$ cat src/hw/rtl/mcwt_pkg.sv
// Shared constants, codes and types of the multi-client watchdog table.
`timescale 1ns / 1ps

package mcwt_pkg;

    // Table geometry.
    localparam int ENTRIES  = 32;
    localparam int KEY_BITS = 32;
    localparam int IDX_W    = (ENTRIES > 1) ? $clog2(ENTRIES) : 1;
    localparam int CNT_W    = $clog2(ENTRIES + 1);
    localparam int KEY_W    = (KEY_BITS < 32) ? KEY_BITS : 32;

    // Configuration port.
    localparam int CFG_IDX_W  = 1;
    localparam int CFG_DATA_W = 32;
    localparam logic [CFG_IDX_W-1:0] CFG_JUMP_LIMIT = 1'b0;
    localparam logic [CFG_IDX_W-1:0] CFG_CHECK_EN   = 1'b1;
    localparam logic [31:0] JUMP_RESET = 32'd864000;

    // Action codes.
    localparam logic [2:0] ACT_REGISTER  = 3'd0;
    localparam logic [2:0] ACT_KEEPALIVE = 3'd1;
    localparam logic [2:0] ACT_DELETE    = 3'd2;
    localparam logic [2:0] ACT_CLEAR     = 3'd3;
    localparam logic [2:0] ACT_CHECK     = 3'd4;

    // Status codes.
    localparam logic [2:0] ST_OK      = 3'd0;
    localparam logic [2:0] ST_DUP     = 3'd1;
    localparam logic [2:0] ST_FULL    = 3'd2;
    localparam logic [2:0] ST_MISSING = 3'd3;
    localparam logic [2:0] ST_TRIPPED = 3'd4;

    typedef struct packed {
        logic [2:0]  action;
        logic [31:0] client_key;
        logic [30:0] timeout_secs;
        logic [31:0] now_secs;
    } t_item;

    typedef struct packed {
        logic [2:0] status;
        logic [4:0] slot;
        logic [5:0] active_clients;
        logic       power_off;
    } t_result;

    // One stored table entry.
    typedef struct packed {
        logic [KEY_W-1:0] key;
        logic [31:0]      alive;
        logic [30:0]      timeout;
    } t_entry;

    // Per-entry evaluation flags.
    typedef struct packed {
        logic key_hit;
        logic resync;
        logic trip;
    } t_eval;

    typedef enum logic [1:0] {
        S_IDLE = 2'b01,
        S_SCAN = 2'b10
    } t_state;

endpackage

$ cat src/hw/rtl/mcwt_entry_ram.sv
// Entry memory: one write port, one registered read port.
`timescale 1ns / 1ps

module mcwt_entry_ram
    import mcwt_pkg::*;
(
    input  logic             i_clk,
    input  logic             i_we,
    input  logic [IDX_W-1:0] i_waddr,
    input  t_entry           i_wdata,
    input  logic [IDX_W-1:0] i_raddr,
    output t_entry           o_rdata
);

    t_entry r_mem [ENTRIES];
    t_entry r_rdata;

    // Write and read in the same clocked block; read data arrives in the cycle after the address.
    always_ff @(posedge i_clk) begin
        if (i_we) begin
            r_mem[i_waddr] <= i_wdata;
        end
        r_rdata <= r_mem[i_raddr];
    end

    assign o_rdata = r_rdata;

endmodule

$ cat src/hw/rtl/mcwt_eval.sv
// Evaluation of one entry read back from memory: key match, resync and expiry.
`timescale 1ns / 1ps

module mcwt_eval
    import mcwt_pkg::*;
(
    input  t_entry           i_entry,
    input  logic             i_valid,
    input  logic [KEY_W-1:0] i_key,
    input  logic [31:0]      i_now,
    input  logic [31:0]      i_limit,
    output t_eval            o_eval
);

    logic [32:0] gap;
    logic        gap_neg;
    logic        over_limit;
    logic        over_timeout;

    // Signed gap over 33 bits, so both unsigned times fit without wrapping.
    assign gap          = {1'b0, i_now} - {1'b0, i_entry.alive};
    assign gap_neg      = gap[32];
    assign over_limit   = !gap_neg && (gap[31:0] > i_limit);
    assign over_timeout = !gap_neg && (gap[31:0] > {1'b0, i_entry.timeout});

    // An entry whose gap exceeds the jump limit is resynchronized instead of tripped.
    always_comb begin
        o_eval.key_hit = i_valid && (i_entry.key == i_key);
        o_eval.resync  = i_valid && over_limit;
        o_eval.trip    = i_valid && !over_limit && over_timeout;
    end

endmodule

$ cat src/hw/rtl/multi_client_watchdog_table.sv
// Top level of the multi-client watchdog table: control, valid bits and counters.
`timescale 1ns / 1ps

//  Channel   Signals                                  Direction  Handshake
//  item      start, busy, i_item                      in         start && !busy
//  result    o_done, o_result                         out        o_done, one cycle
//  config    i_cfg_we, i_cfg_idx, i_cfg_wdata         in         i_cfg_we
//
//  Register, keepalive, delete and enabled checks scan the entry RAM, one read
//  per cycle, and end on the first hit or after the last slot. Clear, unknown
//  actions, disabled checks and checks while tripped answer in the cycle after
//  accept.
//  Reset is synchronous; valid bits clear at once, so no clearing pass is needed.
//  The receiver cannot stall: each result is shown for exactly one cycle.

module multi_client_watchdog_table
    import mcwt_pkg::*;
(
    input  logic                  i_clk,
    input  logic                  i_rst_n,
    input  logic                  start,
    output logic                  busy,
    input  t_item                 i_item,
    output logic                  o_done,
    output t_result               o_result,
    input  logic                  i_cfg_we,
    input  logic [CFG_IDX_W-1:0]  i_cfg_idx,
    input  logic [CFG_DATA_W-1:0] i_cfg_wdata
);

    t_state             r_state, n_state;
    t_item              r_item, n_item;
    logic [CNT_W-1:0]   r_idx, n_idx;
    logic               r_ev_pend, n_ev_pend;
    logic [IDX_W-1:0]   r_ev_idx, n_ev_idx;
    logic [ENTRIES-1:0] r_valid, n_valid;
    logic [CNT_W-1:0]   r_count, n_count;
    logic               r_tripped, n_tripped;
    logic [IDX_W-1:0]   r_tslot, n_tslot;
    logic               r_free_found, n_free_found;
    logic [IDX_W-1:0]   r_free_idx, n_free_idx;
    logic               r_done, n_done;
    t_result            r_out, n_out;
    logic [31:0]        r_jump_limit;
    logic               r_check_en;

    logic               mem_we;
    logic [IDX_W-1:0]   mem_waddr;
    t_entry             mem_wdata;
    t_entry             mem_rdata;
    t_eval              ev;
    logic               is_reg;
    logic               is_check;
    logic               ev_valid;
    logic               hit;
    logic               last;
    logic               free_now;
    logic [IDX_W-1:0]   free_idx_now;

    mcwt_entry_ram u_ram (
        .i_clk   (i_clk),
        .i_we    (mem_we),
        .i_waddr (mem_waddr),
        .i_wdata (mem_wdata),
        .i_raddr (r_idx[IDX_W-1:0]),
        .o_rdata (mem_rdata)
    );

    assign ev_valid = r_valid[r_ev_idx];

    mcwt_eval u_eval (
        .i_entry (mem_rdata),
        .i_valid (ev_valid),
        .i_key   (r_item.client_key[KEY_W-1:0]),
        .i_now   (r_item.now_secs),
        .i_limit (r_jump_limit),
        .o_eval  (ev)
    );

    assign is_reg   = (r_item.action == ACT_REGISTER);
    assign is_check = (r_item.action == ACT_CHECK);
    assign hit      = is_check ? ev.trip : ev.key_hit;
    assign last     = (r_ev_idx == IDX_W'(ENTRIES - 1));

    // First free slot seen so far, including the entry under evaluation.
    assign free_now     = r_free_found || !ev_valid;
    assign free_idx_now = r_free_found ? r_free_idx : r_ev_idx;

    // Next-state logic for the scan sequencer.
    always_comb begin
        n_state      = r_state;
        n_item       = r_item;
        n_idx        = r_idx;
        n_ev_pend    = 1'b0;
        n_ev_idx     = r_ev_idx;
        n_valid      = r_valid;
        n_count      = r_count;
        n_tripped    = r_tripped;
        n_tslot      = r_tslot;
        n_free_found = r_free_found;
        n_free_idx   = r_free_idx;
        n_done       = 1'b0;
        n_out        = r_out;

        mem_we            = 1'b0;
        mem_waddr         = r_ev_idx;
        mem_wdata.key     = is_reg ? r_item.client_key[KEY_W-1:0] : mem_rdata.key;
        mem_wdata.alive   = r_item.now_secs;
        mem_wdata.timeout = is_reg ? r_item.timeout_secs : mem_rdata.timeout;

        case (r_state)
            S_IDLE: begin
                if (start) begin
                    n_item                = i_item;
                    n_idx                 = '0;
                    n_free_found          = 1'b0;
                    n_out.status          = ST_OK;
                    n_out.slot            = '0;
                    n_out.active_clients  = 6'(r_count);
                    n_out.power_off       = r_tripped;
                    case (i_item.action)
                        ACT_REGISTER, ACT_KEEPALIVE, ACT_DELETE: begin
                            n_state = S_SCAN;
                        end
                        ACT_CLEAR: begin
                            n_valid              = '0;
                            n_count              = '0;
                            n_out.active_clients = '0;
                            n_done               = 1'b1;
                        end
                        ACT_CHECK: begin
                            if (!r_check_en) begin
                                n_done = 1'b1;
                            end else if (r_tripped) begin
                                n_out.status = ST_TRIPPED;
                                n_out.slot   = 5'(r_tslot);
                                n_done       = 1'b1;
                            end else begin
                                n_state = S_SCAN;
                            end
                        end
                        default: begin
                            n_done = 1'b1;
                        end
                    endcase
                end
            end
            S_SCAN: begin
                // Issue one read per cycle until every slot has been requested.
                if (r_idx != CNT_W'(ENTRIES)) begin
                    n_ev_pend = 1'b1;
                    n_ev_idx  = r_idx[IDX_W-1:0];
                    n_idx     = CNT_W'(r_idx + 1'b1);
                end
                // Evaluate the entry whose data has just arrived.
                if (r_ev_pend) begin
                    if (!r_free_found && !ev_valid) begin
                        n_free_found = 1'b1;
                        n_free_idx   = r_ev_idx;
                    end
                    if (is_check && ev.resync) begin
                        mem_we = 1'b1;
                    end
                    if (hit || last) begin
                        n_state   = S_IDLE;
                        n_ev_pend = 1'b0;
                        n_done    = 1'b1;
                        case (r_item.action)
                            ACT_REGISTER: begin
                                if (hit) begin
                                    n_out.status = ST_DUP;
                                    n_out.slot   = 5'(r_ev_idx);
                                end else if (!free_now) begin
                                    n_out.status = ST_FULL;
                                end else begin
                                    mem_we                = 1'b1;
                                    mem_waddr             = free_idx_now;
                                    n_valid[free_idx_now] = 1'b1;
                                    n_count               = CNT_W'(r_count + 1'b1);
                                    n_out.slot            = 5'(free_idx_now);
                                    n_out.active_clients  = 6'(r_count + 1'b1);
                                end
                            end
                            ACT_KEEPALIVE: begin
                                if (hit) begin
                                    mem_we     = 1'b1;
                                    n_out.slot = 5'(r_ev_idx);
                                end else begin
                                    n_out.status = ST_MISSING;
                                end
                            end
                            ACT_DELETE: begin
                                if (hit) begin
                                    n_valid[r_ev_idx] = 1'b0;
                                    if (r_count != '0) begin
                                        n_count              = CNT_W'(r_count - 1'b1);
                                        n_out.active_clients = 6'(r_count - 1'b1);
                                    end
                                    n_out.slot = 5'(r_ev_idx);
                                end else begin
                                    n_out.status = ST_MISSING;
                                end
                            end
                            ACT_CHECK: begin
                                if (hit) begin
                                    n_tripped       = 1'b1;
                                    n_tslot         = r_ev_idx;
                                    n_out.status    = ST_TRIPPED;
                                    n_out.slot      = 5'(r_ev_idx);
                                    n_out.power_off = 1'b1;
                                end
                            end
                            default: begin
                                n_out.status = ST_OK;
                            end
                        endcase
                    end
                end
            end
            default: begin
                n_state = S_IDLE;
            end
        endcase
    end

    // Control state.
    always_ff @(posedge i_clk) begin
        if (!i_rst_n) begin
            r_state      <= S_IDLE;
            r_idx        <= '0;
            r_ev_pend    <= 1'b0;
            r_valid      <= '0;
            r_count      <= '0;
            r_tripped    <= 1'b0;
            r_tslot      <= '0;
            r_free_found <= 1'b0;
            r_done       <= 1'b0;
        end else begin
            r_state      <= n_state;
            r_idx        <= n_idx;
            r_ev_pend    <= n_ev_pend;
            r_valid      <= n_valid;
            r_count      <= n_count;
            r_tripped    <= n_tripped;
            r_tslot      <= n_tslot;
            r_free_found <= n_free_found;
            r_done       <= n_done;
        end
    end

    // Payload registers.
    always_ff @(posedge i_clk) begin
        r_item     <= n_item;
        r_ev_idx   <= n_ev_idx;
        r_free_idx <= n_free_idx;
        r_out      <= n_out;
    end

    // Configuration registers.
    always_ff @(posedge i_clk) begin
        if (!i_rst_n) begin
            r_jump_limit <= JUMP_RESET;
            r_check_en   <= 1'b1;
        end else if (i_cfg_we) begin
            case (i_cfg_idx)
                CFG_JUMP_LIMIT: r_jump_limit <= i_cfg_wdata[31:0];
                CFG_CHECK_EN:   r_check_en   <= i_cfg_wdata[0];
                default:        r_check_en   <= r_check_en;
            endcase
        end
    end

    assign busy     = (r_state == S_SCAN);
    assign o_done   = r_done;
    assign o_result = r_out;

endmodule
$ cat config.mk
export PLATFORM = sky130hd
export DESIGN_NAME = multi_client_watchdog_table
export DESIGN_NICKNAME = d
export VERILOG_FILES = /design/src/hw/rtl/mcwt_pkg.sv /design/src/hw/rtl/mcwt_entry_ram.sv /design/src/hw/rtl/mcwt_eval.sv /design/src/hw/rtl/multi_client_watchdog_table.sv
export SDC_FILE = /design/constraint.sdc
export NUM_CORES = 2
export LEC_CHECK = 0
export ABC_AREA = 1
export BUFFER_PORTS_ARGS = -buffer_cell sky130_fd_sc_hd__buf_2
export CORE_MARGIN = 1
export CORE_UTILIZATION = 65
export DETAILED_ROUTE_END_ITERATION = 10
export PLACE_DENSITY_LB_ADDON = 0.1
export SLEW_MARGIN = 20
export SYNTH_ARGS = -nofsm -noshare
export SYNTH_HDL_FRONTEND = slang
export SYNTH_HIERARCHICAL = 1
export SYNTH_SLANG_ARGS = --single-unit
$ cat constraint.sdc
create_clock -name i_clk -period 15.9 [get_ports i_clk]
set_input_delay 0 -clock i_clk [delete_from_list [all_inputs] [get_ports i_clk]]
set_output_delay 0 -clock i_clk [all_outputs]
set_load 0.02 [all_outputs]
==> results by stage <==
Yosys:
- Synthesis instantiated 50 different standard cells from the library.
- Of the total synthesized cell area, the portion taken by AND, OR, NAND and NOR gates is 22.1%.
- In the synthesized netlist, mux cells make up 0% of the area.
- The number of enable-type register cells in the synthesized netlist is 3163.
- The fraction of the mapped netlist area in compound gates is 1.39%.
- Sequential elements use between 70% and 80% of the synthesized area.
- During synthesis, Yosys emitted a total of 6 warnings.
- Of all flip-flops after synthesis, the portion carrying an async set or reset was 0%.
- The post-synth design cell area is 137000 um2.
- The adder-cell share of the synthesized area is 0.968%.
- The gate count after technology mapping is 11941.
- The average footprint of a synthesized cell is 11.5 um2.
- The synthesized netlist net count is 12181.
- After synthesis, the largest family of logic cells by area is simple AND/OR/NAND/NOR gates.
- The area share of xor/xnor cells in the synthesized design is less than 1%.
- Synthesis inferred 3346 register bits.
- In the synthesized netlist the dominant register cell turns out to be edfxtp_1.

Worst setup path:
- The type of element capturing the critical path is a flop.
- In this run the worst path has a maximum fanout of 45.
- The critical path class is reg -> reg.
- Data on the critical path arrives at its endpoint at 10.41 ns.
- The startpoint identified for the worst register-to-register timing path is mem_wdata[33]$_DFFE_PP_.
- The required time of the critical path is 16.47 ns.
- The worst setup path startpoint is mem_wdata[33]$_DFFE_PP_.
- The cell with the largest stage delay on the worst path is edfxtp_1.
- STA classifies the critical path startpoint as a flop.
- The delay of the slowest critical-path stage is 1.04 ns.

Hold path:
- The origin of the worst min-delay path is start.
- The path class of the tightest hold or removal check is in -> reg.

Global route:
- The global-route usage over all layers is 38.2%.
- The leftover overflow at the end of global routing is 0.
- The initial antenna violation count is 20.
- Entering global routing, the biggest net connects between 200 and 250 pins.
- The wire length of the first global-routing pass is 598000 um.
- The number of global-route vias before repair is 92953.

Final layout:
- In the layout the commonest cells are nand2_1 (4037), edfxtp_1 (3163), nand3_1 (2741).
- Leaving out fill and tap cells, the most frequent cell in the layout is nand2_1.
- The final-layout fill cell count is between 10000 and 15000.
- Compared with the post-synthesis result, the final layout area differs by 12.3%.
- Cells with a size suffix above 1 make up between 7 and 8% of the layout.
- The final instance area is 154000 um2.
- At the end of the flow, the number of nets in the layout was 12475.

Pwr:
- The power per cell area is approximately 160 nW/um2.
- The net switching fraction of the power is 32.2%.
- IR analysis of the VDD net gives a maximum drop of approximately 0.00013 V.
- The portion of total power attributed to the clock network is 31.5%.
- The combinational cell fraction of total power is approximately 25%.
- Per report_power, the sequential group accounts for about 44% of the total.
- The switching component of the power is 8040 uW.
- The total internal power is 16900 uW.
- The analysis attributes to cell leakage a power of 0.0567 uW.

STA:
- Adding up every negative setup slack in the final design gives 0 ns.
- Subtracting the final worst setup slack from the clock period gives 9.83 ns.
- At the pin with the least slew margin, the transition time is 1.31 ns.
- Derived from the worst setup path, the maximum achievable clock frequency is 102 MHz.
- Setup repair after global routing left no endpoint under its margin.
- The number of slew-limit violations in the final report is 0.
- The clock arrives with 0.0585 ns of skew.
- The headroom to the max-slew limit is 12.8%.
- The count of endpoints failing hold in the final timing report is 0.
- The setup violation total in the final timing report is 0.
- The portion of the clock cycle consumed by the worst path in the final layout is between 60 and 70%.

Route:
- The remaining routing DRC violations is 0.
- The detailed-routing iteration count for the pre-antenna-repair pass is 6.
- Once detail routing completed, the nets flagged for antenna violations numbered 0.
- After detailed routing, the total wire length is 411000 um.
- In this run, the number of DRC markers left after iteration 0 of detailed routing was ~15000.
- The overall via count from detail_route is just under 100k.
- The via density per instance is approximately 6.4.
- Dividing the detail-routed wire length by the instance count gives about 27 um.

Job:
- The max-capacitance violation count is 0.

Floorplan:
- The die covers 213000 um2.
- The number of placement rows is 168.
- The placeable core region is 210000 um2.
- The number of I/O pins is 152.
- The die width is 462 um.
- The effective utilization at floorplan is approximately two thirds.
- The height of the die is around 460 um.

Clock network:
- Buffers inserted during clock tree synthesis total 343.
- In this run the number of H-tree levels came out at 5.
- Counting every sink on the clock net gives 3346.
- The master cell of the clock root buffer is clkbuf_16.
- TritonCTS built the clock tree.
- After clock tree synthesis, the setup repair step added 0 buffers.
- The clock insertion delay at the later pin of the skew report is slightly below 1 ns.
- The clock passes through at most 4 buffers.
- The post-CTS clock slew at the launch and capture registers of the worst setup and hold paths is 0.06 ns.

Outcome:
- The flow ran to the end, and the final reports show no timing, DRC or antenna violations.

Placement:
- The number of buffers inserted by port buffering is 151.
- The estimated wirelength of the detail-placed design is 210000 um.
- The placed cell area is 140000 um2.
- The global placer's final weighted congestion is roughly 0.91.
[state kept, by name (all words and copies together) (netlist names), 2 cells and up]
name	flops
r_item	66
u_ram/o_rdata	95
r_state	2
r_free_idx	5
r_ev_idx	5
u_ram/r_mem	3040
o_result	15
r_count	6
r_tslot	5
r_idx	6
mem_wdata	32
r_valid	32
r_jump_limit	32
[worst paths after layout]
kind	slack [ns]	to	cells past startpoint
worst max register to register	6.07	u_ram/r_mem[28][5]$_DFFE_PP_	33
worst min-delay path	0.26	r_state[1]$_SDFFE_PN0P_	7
worst min register to register	0.51	r_state[1]$_SDFFE_PN0P_	2
worst max-delay path	6.07	u_ram/r_mem[28][5]$_DFFE_PP_	33
[worst max-delay path, delay by kind of cell (launching register included)]
family	cells	cell delay [ns]
xor gates and xnor gates	1	0.43
buffers and inverters	6	2.01
and+or+nand+nor	20	3.55
AOI/OAI and AO/OA	4	1.55
adders and majority gates	2	0.75
DFF	1	1.04
[logic make-up (layout without fill, tap and decap cells)]
logic type | after synthesis | after routing
compound gates | 344 | 344
other cells | 0 | 9
xor+xnor | 36 | 36
buf+inv | 1013 | 1562
flops | 3346 | 3346
fa+ha+maj | 105 | 105
simple gates | 7097 | 7097
[area by class of cell]
class                   instances  area [um2]  area share (%)
inverters                     299        1170           0.760
well taps                    2805        3510            2.28
diodes                          9        22.5          0.0146
repair buffers                663        5770            3.74
clock inverters               139        1330           0.863
clock buffers                 461        9490            6.15
multi-input cells            7582       34200            22.2
flip-flops and latches       3346       98700            64.0
[timing repair]
| item | 4_1_cts | 5_1_grt |
|---|---|---|
| hold buffers | 308 | 0 |
| endpoints found under the hold margin | 258 | 0 |
| gates resized for setup | 0 | 0 |
[layer usage]
metal / wire (um) / track usage, %
met2: 187000 / 58.3
met3: 51400 / 8.12
met4: 21200 / 18.1
met1: 151000 / 53.0
met5: 107 / 0
[cells in the mapped netlist (15+ instances only)]
cell | n | area share (%)
nand2_1 | 4060 | 11
edfxtp_1 | 3163 | 69
nand3_1 | 2741 | 10
buf_2 | 436 | 1.6
inv_1 | 276 | 0.75
nor2_1 | 192 | 0.52
dfxtp_1 | 183 | 2.7
o21ai_0 | 152 | 0.55
clkbuf_1 | 133 | 0.36
a21oi_1 | 121 | 0.44
ha_1 | 103 | 0.94
buf_4 | 82 | 0.45
buf_1 | 54 | 0.15
nand4_1 | 45 | 0.21
inv_2 | 21 | 0.057
xor2_1 | 21 | 0.13
nor3_1 | 18 | 0.066
xnor2_1 | 15 | 0.096
[power by group through the flow]
| stage | sequential [uW] | combinational [uW] | clock [uW] |
|---|---|---|---|
| after detailed placement | 11100 | 5930 | 0 |
| after global routing | 11000 | 6730 | 8220 |
| after CTS | 11000 | 6020 | 7880 |
| after global placement | 11100 | 5820 | 0 |
| after floorplan | 11100 | 3960 | 0 |
| final | 11000 | 6170 | 7860 |
[metrics by stage]
stage                     hold WS [ns]  worst slack (ns)  util, %  total power (uW)  std cells
after floorplan                 0.0989              6.69        -             15100      11941
after global placement           0.176              6.30     66.7             17000      14376
after detailed placement         0.178              6.29     66.7             17100      14378
after CTS                        0.169              6.26     73.4             24900      15286
after global routing             0.266              5.63     73.5             25900      15301
final                            0.263              6.07     73.5             25000      15304
Note: power is estimated with default switching activity, not from simulation.
